## src/sv/sauvola_local_threshold_unit_macros.svh

```systemverilog
// Assertion shorthands shared by the RTL files
`ifndef SAUVOLA_LOCAL_THRESHOLD_UNIT_MACROS_SVH
`define SAUVOLA_LOCAL_THRESHOLD_UNIT_MACROS_SVH

// cons must hold in the same cycle as ante
`define SAUV_ASSERT_SAME(label, clk, rst, ante, cons, msg) \
   label: assert property (@(posedge clk) disable iff (rst) (ante) |-> (cons)) \
      else $error(msg);

// cons must hold in the cycle after ante
`define SAUV_ASSERT_NEXT(label, clk, rst, ante, cons, msg) \
   label: assert property (@(posedge clk) disable iff (rst) (ante) |=> (cons)) \
      else $error(msg);

`endif

```

## src/sv/sauv_pkg.sv

```systemverilog
package sauv_pkg;

   // storage geometry
   localparam int MAX_WIDTH  = 1024;
   localparam int MAX_WINDOW = 31;
   localparam int ROW_SLOTS  = 32;
   localparam int COL_W      = $clog2(MAX_WIDTH);
   localparam int SLOT_W     = $clog2(ROW_SLOTS);
   localparam int ADDR_W     = COL_W + SLOT_W;

   // field and register widths
   localparam int PIX_W       = 8;
   localparam int IW_W        = 11;
   localparam int IH_W        = 12;
   localparam int WIN_W       = 5;
   localparam int K_W         = 8;
   localparam int CSR_DATA_W  = 12;
   localparam int CSR_INDEX_W = 2;

   // register reset values
   localparam logic [IW_W-1:0]  IMAGE_WIDTH_RST  = 11'd640;
   localparam logic [IH_W-1:0]  IMAGE_HEIGHT_RST = 12'd480;
   localparam logic [WIN_W-1:0] WINDOW_SIZE_RST  = 5'd15;
   localparam logic [K_W-1:0]   K_COEFF_RST      = 8'd51;

   // input command codes
   localparam logic CMD_PIXEL = 1'b0;
   localparam logic CMD_FLUSH = 1'b1;

   typedef enum logic [CSR_INDEX_W-1:0] {
      CSR_IMAGE_WIDTH,
      CSR_IMAGE_HEIGHT,
      CSR_WINDOW_SIZE,
      CSR_K_COEFF
   } csr_index_type;

   // datapath operations issued by the controller
   typedef enum logic [4:0] {
      OP_NONE,
      OP_START,
      OP_SETUP,
      OP_WRITE,
      OP_CENTRE,
      OP_SCAN,
      OP_MUL1,
      OP_MUL2,
      OP_SQRT,
      OP_MUL3,
      OP_MUL4,
      OP_MUL5,
      OP_MUL6,
      OP_MUL7,
      OP_DSAT,
      OP_DIV,
      OP_EMIT
   } op_type;

   typedef struct packed {
      logic   capture;
      op_type op;
   } dp_cmd_type;

   typedef struct packed {
      logic active;
      logic complete;
      logic emit_due;
      logic scan_last;
      logic sqrt_done;
      logic div_last;
      logic out_free;
   } dp_status_type;

endpackage

```

## src/sv/sauv_ctrl.sv

```systemverilog
module sauv_ctrl import sauv_pkg::*; (
   input  logic          clock,
   input  logic          reset,
   input  logic          req_valid,
   output logic          req_ready,
   input  logic          req_command,
   input  dp_status_type status,
   output dp_cmd_type    cmd
);

`include "sauvola_local_threshold_unit_macros.svh"

   typedef enum logic [4:0] {
      S_IDLE,
      S_START,
      S_SETUP,
      S_WRITE,
      S_CHECK,
      S_CENTRE,
      S_SCAN,
      S_DRAIN,
      S_MUL1,
      S_MUL2,
      S_SQRT,
      S_MUL3,
      S_MUL4,
      S_MUL5,
      S_MUL6,
      S_MUL7,
      S_DSAT,
      S_DIV,
      S_OUT
   } state_type;

   state_type state_ff;
   state_type state_in;
   logic      accept;

   assign req_ready = (state_ff == S_IDLE);
   assign accept    = req_valid && req_ready;

   // next state and datapath operation
   always_comb begin
      state_in    = state_ff;
      cmd.capture = accept;
      cmd.op      = OP_NONE;
      unique case (state_ff)
         S_IDLE: begin
            if (accept) begin
               if (!status.active && (req_command == CMD_PIXEL)) begin
                  state_in = S_START;
               end else if (!status.active) begin
                  state_in = S_IDLE;
               end else if (status.complete) begin
                  state_in = S_CENTRE;
               end else if (req_command == CMD_FLUSH) begin
                  state_in = S_IDLE;
               end else begin
                  state_in = S_WRITE;
               end
            end
         end
         S_START: begin
            cmd.op   = OP_START;
            state_in = S_SETUP;
         end
         S_SETUP: begin
            cmd.op   = OP_SETUP;
            state_in = S_WRITE;
         end
         S_WRITE: begin
            cmd.op   = OP_WRITE;
            state_in = S_CHECK;
         end
         S_CHECK: state_in = status.emit_due ? S_CENTRE : S_IDLE;
         S_CENTRE: begin
            cmd.op   = OP_CENTRE;
            state_in = S_SCAN;
         end
         S_SCAN: begin
            cmd.op = OP_SCAN;
            if (status.scan_last) state_in = S_DRAIN;
         end
         S_DRAIN: state_in = S_MUL1;
         S_MUL1: begin
            cmd.op   = OP_MUL1;
            state_in = S_MUL2;
         end
         S_MUL2: begin
            cmd.op   = OP_MUL2;
            state_in = S_SQRT;
         end
         S_SQRT: begin
            if (status.sqrt_done) begin
               state_in = S_MUL3;
            end else begin
               cmd.op = OP_SQRT;
            end
         end
         S_MUL3: begin
            cmd.op   = OP_MUL3;
            state_in = S_MUL4;
         end
         S_MUL4: begin
            cmd.op   = OP_MUL4;
            state_in = S_MUL5;
         end
         S_MUL5: begin
            cmd.op   = OP_MUL5;
            state_in = S_MUL6;
         end
         S_MUL6: begin
            cmd.op   = OP_MUL6;
            state_in = S_MUL7;
         end
         S_MUL7: begin
            cmd.op   = OP_MUL7;
            state_in = S_DSAT;
         end
         S_DSAT: begin
            cmd.op   = OP_DSAT;
            state_in = S_DIV;
         end
         S_DIV: begin
            cmd.op = OP_DIV;
            if (status.div_last) state_in = S_OUT;
         end
         S_OUT: begin
            if (status.out_free) begin
               cmd.op   = OP_EMIT;
               state_in = S_IDLE;
            end
         end
         default: state_in = S_IDLE;
      endcase
   end

   always_ff @(posedge clock) begin
      if (reset) begin
         state_ff <= S_IDLE;
      end else begin
         state_ff <= state_in;
      end
   end

   `SAUV_ASSERT_SAME(a_emit_free, clock, reset, (cmd.op == OP_EMIT), status.out_free, "result loaded over one not yet taken")
   `SAUV_ASSERT_NEXT(a_idle_flush, clock, reset, accept && !status.active && (req_command == CMD_FLUSH), (state_ff == S_IDLE), "flush with no open frame started work")

endmodule

```

## config.mk

```make
export PLATFORM = sky130hd
export DESIGN_NAME = sauv_ctrl
export DESIGN_NICKNAME = d
export VERILOG_FILES = /design/src/sv/sauv_pkg.sv /design/src/sv/sauv_ctrl.sv
export VERILOG_INCLUDE_DIRS = /design/src /design/src/sv
export SDC_FILE = /design/constraint.sdc
export NUM_CORES = 1
export LEC_CHECK = 0
export BUFFER_PORTS_ARGS = -buffer_cell sky130_fd_sc_hd__buf_2
export CELL_PAD_IN_SITES_DETAIL_PLACEMENT = 2
export CELL_PAD_IN_SITES_GLOBAL_PLACEMENT = 2
export CORE_MARGIN = 3
export CORE_UTILIZATION = 27
export CTS_BUF_LIST = sky130_fd_sc_hd__clkbuf_2
export DETAILED_ROUTE_END_ITERATION = 10
export HOLD_SLACK_MARGIN = 0.15
export PLACE_DENSITY_LB_ADDON = 0.12
export SYNTH_ARGS = -nofsm -noshare
export SYNTH_HDL_FRONTEND = slang
export SYNTH_SLANG_ARGS = --single-unit
```

## constraint.sdc

```tcl
create_clock -name clock -period 1.89 [get_ports clock]
set_clock_uncertainty 0.15 [all_clocks]
set_input_delay 0.0945 -clock clock [delete_from_list [all_inputs] [get_ports clock]]
set_output_delay 0.0945 -clock clock [all_outputs]
set_load 0.02 [all_outputs]
```

Word-level counts from Yosys, hierarchy flattened
Index checks and enable logic that the tools add are counted.
{"block": "op_classes", "muxes": 14, "n_reduce_logical": 5, "n_bitwise": 1, "eq_ne": 23}
{"cell": "one-hot mux 5 bit (19 select lines)", "n": 1}
{"cell": "one-hot mux 5 bit (16 select lines)", "n": 1}
{"cell": "== test 5 x 4 -> 1 bit (second input constant)", "n": 8}
{"cell": "2-to-1 mux 5 bit", "n": 6}
{"cell": "== test 5 x 3 -> 1 bit (second input constant)", "n": 4}
{"cell": "== test 5 bit (second input constant)", "n": 3}
{"cell": "2-to-1 mux 3 bit", "n": 4}
{"cell": "== test 5 x 2 -> 1 bit (second input constant)", "n": 2}
{"cell": "!= test 2 bit (second input constant)", "n": 4}
{"cell": "== test 5 x 1 -> 1 bit (second input constant)", "n": 1}
{"cell": "logical NOT 5 bit", "n": 1}
{"cell": "AND reduction 5 bit", "n": 1}
{"cell": "2-to-1 mux 4 bit", "n": 1}
{"cell": "logical AND 1 bit", "n": 2}
{"cell": "2-to-1 mux 2 bit", "n": 1}
{"cell": "!= test 2 x 1 -> 1 bit (second input constant)", "n": 1}
{"cell": "logical NOT 1 bit", "n": 1}
{"cell": "inverter 1 bit", "n": 1}
{"block": "totals", "regBits": 5, "elab_cells": 44, "inputBits": 11, "output_inout_bits": 7}

Longest topological paths before layout
{"block": "logic_depth", "ltp_word": 6, "depth_mapped": 6, "mapped_depth_nobuf": 5}

Worst setup path after synthesis
Ideal clock, no wire load.
{"block": "synth_path", "path_kind": "reg2reg", "from": "reg state_ff[3]", "to": "reg state_ff[0]", "required_ps": 1654, "synth_period_minus_slack_ps": 2032, "setup_ps": 86, "path_buffers": 0, "arrival_time_ps": 1795, "path_slack_ps": -142, "path_stages_with_launch": 5, "cell_sequence": "dfxtp_1 > or2_4 > nor4_1 > a221oi_1 > a211oi_1"}
{"block": "synth_via", "elab_chain_len": 4, "word_cells_on_any_way": 27, "classes_between": "eq/ne (23); mux (1); reduce/logical (3)"}
{"item": "start, declared", "line": "sauv_ctrl.sv:35", "source": "state_type state_ff;"}
{"item": "start signal, assigned", "line": "sauv_ctrl.sv:142", "source": "state_ff <= state_in;"}
{"item": "logical NOT 5 bit *", "line": "sauv_ctrl.sv:39", "source": "assign req_ready = (state_ff == S_IDLE);"}
{"item": "via req_ready", "line": "sauv_ctrl.sv:5", "source": "output logic req_ready,"}
{"item": "logical AND 1 bit", "line": "sauv_ctrl.sv:40", "source": "assign accept = req_valid && req_ready;"}
{"item": "!= test 2 x 1 -> 1 bit (no source line)"}
{"item": "AND reduction 5 bit (no source line)"}
The timed path passes the listed nets; every way through them passes the cells marked *.
A chain may end at the register's enable or synchronous reset.

Worst setup path in the final report
{"block": "layout_path", "from": "reg state_ff[3]", "to": "reg state_ff[4]"}
{"block": "layout_via", "elab_chain_len": 4, "word_cells_on_any_way": 27, "classes_between": "eq/ne (23); mux (1); reduce/logical (3)"}
{"item": "logical NOT 5 bit", "line": "sauv_ctrl.sv:39, sauv_ctrl.sv:47"}
{"item": "logical AND 1 bit", "line": "sauv_ctrl.sv:40"}
{"item": "!= test 2 x 1 -> 1 bit (no source line)"}
{"item": "AND reduction 5 bit (no source line)"}
Several ways; a longest one is shown, not always the timed one.

==> reports/qor.txt <==
Run status - finished with violations
Failing checks - setup timing
Total track usage - 17.78%
Total grt overflow - 0
NetSw - 0.0001916 W
Simple-Gate Fraction of Synth Area - 40.13%
Initial antenna violation count - 0
Worst Path Arrival - 1870 ps
Synth Instances - 77
Routed wl met2 - 1.140 mm
Seq pwr share - 26.9%
Hold Crit Start - req_valid
Hold Path Class - input pin to register
Die height - 51.72 um
Combinational family with the most area after synthesis - simple AND/OR/NAND/NOR gates
First-pass GRT wire length - 3.484 mm
RD Place Congestion - 0.7792
R2r startpoint - state_ff[3]
Synth unique cells - 33
Xor/xnor share of the synthesized area - 1.552%
Synth Area in Compound Gates - 31.71%
# DRC - 0
Router iterations before antenna repair - 4
Final Hold Vio Count - 0
Top layer in use - met4
Crit path from - state_ff[3]
Die W - 51.72 um
Met3 WL post-DR - 72 um
# Post-CTS Setup Buffers - 0
Slew Limit Fails - 0
Vias - 711
P per Cell Area - 576.3 mW/mm2
Clock-pin slew on the worst setup and hold paths - 70 ps
Post-DRT Antenna Nets - 0
DRT iter0 DRCs - 6
Worst-Skew Late Latency - 240 ps
Most frequent cells in the layout - buf_2 (17), buf_4 (11), o21ai_0 (9)
EDFF count, synth - 0
Max FFs per register - 5
Number of global-route vias before repair - 735
Min cycle time layout - 1900 ps
Post-Syn Area - 564.3 um2
Synth Warn # - 0
Internal power - 0.0002634 W
Fraction of layout cells with a size suffix above 1 - 38.46%
Area grow syn2layout - 39.91%
CTS tree - yes
Max frequency - 526.3 MHz
Num rows - 15
Synth Register Bits - 5
Vias/cell - 5.512
Post-synthesis sequential area ratio - 17.74%
Fin util - 42.93%
Nets - 116
Root Buffer - clkbuf_2
Worst setup margin - -10.02 ps
Slew of the pin with the lowest slew margin - 524.8 ps
Met1 WL - 1.029 mm
Largest register by flop count - state_ff
Clock net sink count - 5
Post-Synth Adder-Cell Area - 0%
IO buf count - 17
Pin count of the biggest net entering global routing - 14
WL/cell - 17.91 um
Detailed Route WL - 2.310 mm
Max Cap Viol - 0
Most common cell after layout, fill and taps aside - buf_2
Worst hold slack - 201.7 ps
H-tree depth - 1
Pre-CTS setup slack - 69.37 ps
Final setup fails - 1
Slew margin rel. - 64.69%
Flop-to-flop setup slack - -10 ps
Antenna cells - 0
Required time worst endpoint - 1860 ps
CP Capture Type - register
Syn avg cell area - 7.328 um2
Final non-filler cell total - 129
Largest regs - state_ff (5)
Lkg Pwr - 0.3338 nW
Switching Fraction - 42.12%
Placed Cells - 122
Setup CP Type - register to register
Post-DP HPWL - 1.700 mm
Comb pwr share - 48.4%
Cts bufs inserted - 3
Mux share of post-synthesis cell area - 0%
Asr flop ratio synth - 0%
I/O pins - 18
Synth Flop Type - dfxtp_1
Starting Density - 30.68%
Die area - 0.002674 mm2
Fin crit share - 100.5%
Std-Cell Core Area - 0.001839 mm2
Max clock buf depth - 2
Startpoint types - register
Clk pwr share - 24.7%
Worst VDD drop - 236.6 uV
Crit path max fanout - 7
Syn nets - 88
synth_stat cells, drive strengths merged (2+ instances only):
library cell  instances  share of area [%]
a211oi                3                4.0
a21oi                 4                3.5
buf                   3                4.2
clkbuf                5                3.3
dfxtp                 5                 18
inv                   2                1.3
nand2                 7                4.7
nand2b                6                6.7
nor2                  5                3.3
nor3                  4                5.5
nor4                  3                3.3
o21a                  2                2.7
o21ai                 9                8.0
o32ai                 3                4.7
or4b                  2                4.2
area by class of cell:
cell class | instances | area [um2]
fill | 250 | 1050
multi-input combinational | 62 | 431.7
timing repair buffer | 31 | 197.7
sequential | 5 | 101.3
tap | 25 | 31.28
clock buffer | 4 | 20.02
inverter | 2 | 7.507
through the flow:
stage / setup TNS, ps / total power [W] / area, um2
6_report: -10.02 / 0.0004550 / 789.5
5_1_grt: -58.29 / 0.0004875 / 789.5
4_1_cts: 0 / 0.0004493 / 777.0
3_5_place_dp: 0 / 0.0003319 / 726.9
3_3_place_gp: 0 / 0.0003269 / 726.9
2_1_floorplan: 0 / 0.0002618 / 570.5
critical path, cell delays in order (launching register included):
cell and delay, ps:
dfxtp_2 360, or2_4 290, or4_4 490, nor4bb_4 190, o31a_1 140, o32ai_1 170
power by group through the flow:
stage          clock (W)  sequential, W  combinational [W]
4_1_cts         0.000115       0.000122           0.000212
2_1_floorplan          0       0.000121           0.000141
5_1_grt         0.000121       0.000124           0.000242
3_3_place_gp           0       0.000125           0.000202
6_report        0.000112       0.000122           0.000220
3_5_place_dp           0       0.000125           0.000207
timing repair:
item	in CTS	in global routing
resized for setup	0	3
endpoints found under the hold margin	5	0
hold buffers	3	0
endpoints found under the setup margin	0	6
final timing paths:
check | endpoint | depth (start not counted)
max | state_ff[4] | 5
min | state_ff[2] | 4
max reg2reg | state_ff[4] | 5
min reg2reg | state_ff[2] | 3
metal layers:
metal / vias up / GRT usage, %
met5: - / 0
met4: 0 / 7.860
met3: 7 / 1.146
met2: 17 / 29.45
met1: 346 / 23.53
li1: 341 / -
cell families (layout without fill, tap and decap cells):
family / after synthesis / count (layout)
DFF: 5 / 5
buffers and inverters: 10 / 37
and+or+nand+nor: 34 / 34
AOI/OAI and AO/OA: 27 / 27
xor gates and xnor gates: 1 / 1
(Power assumes the default switching activity.)
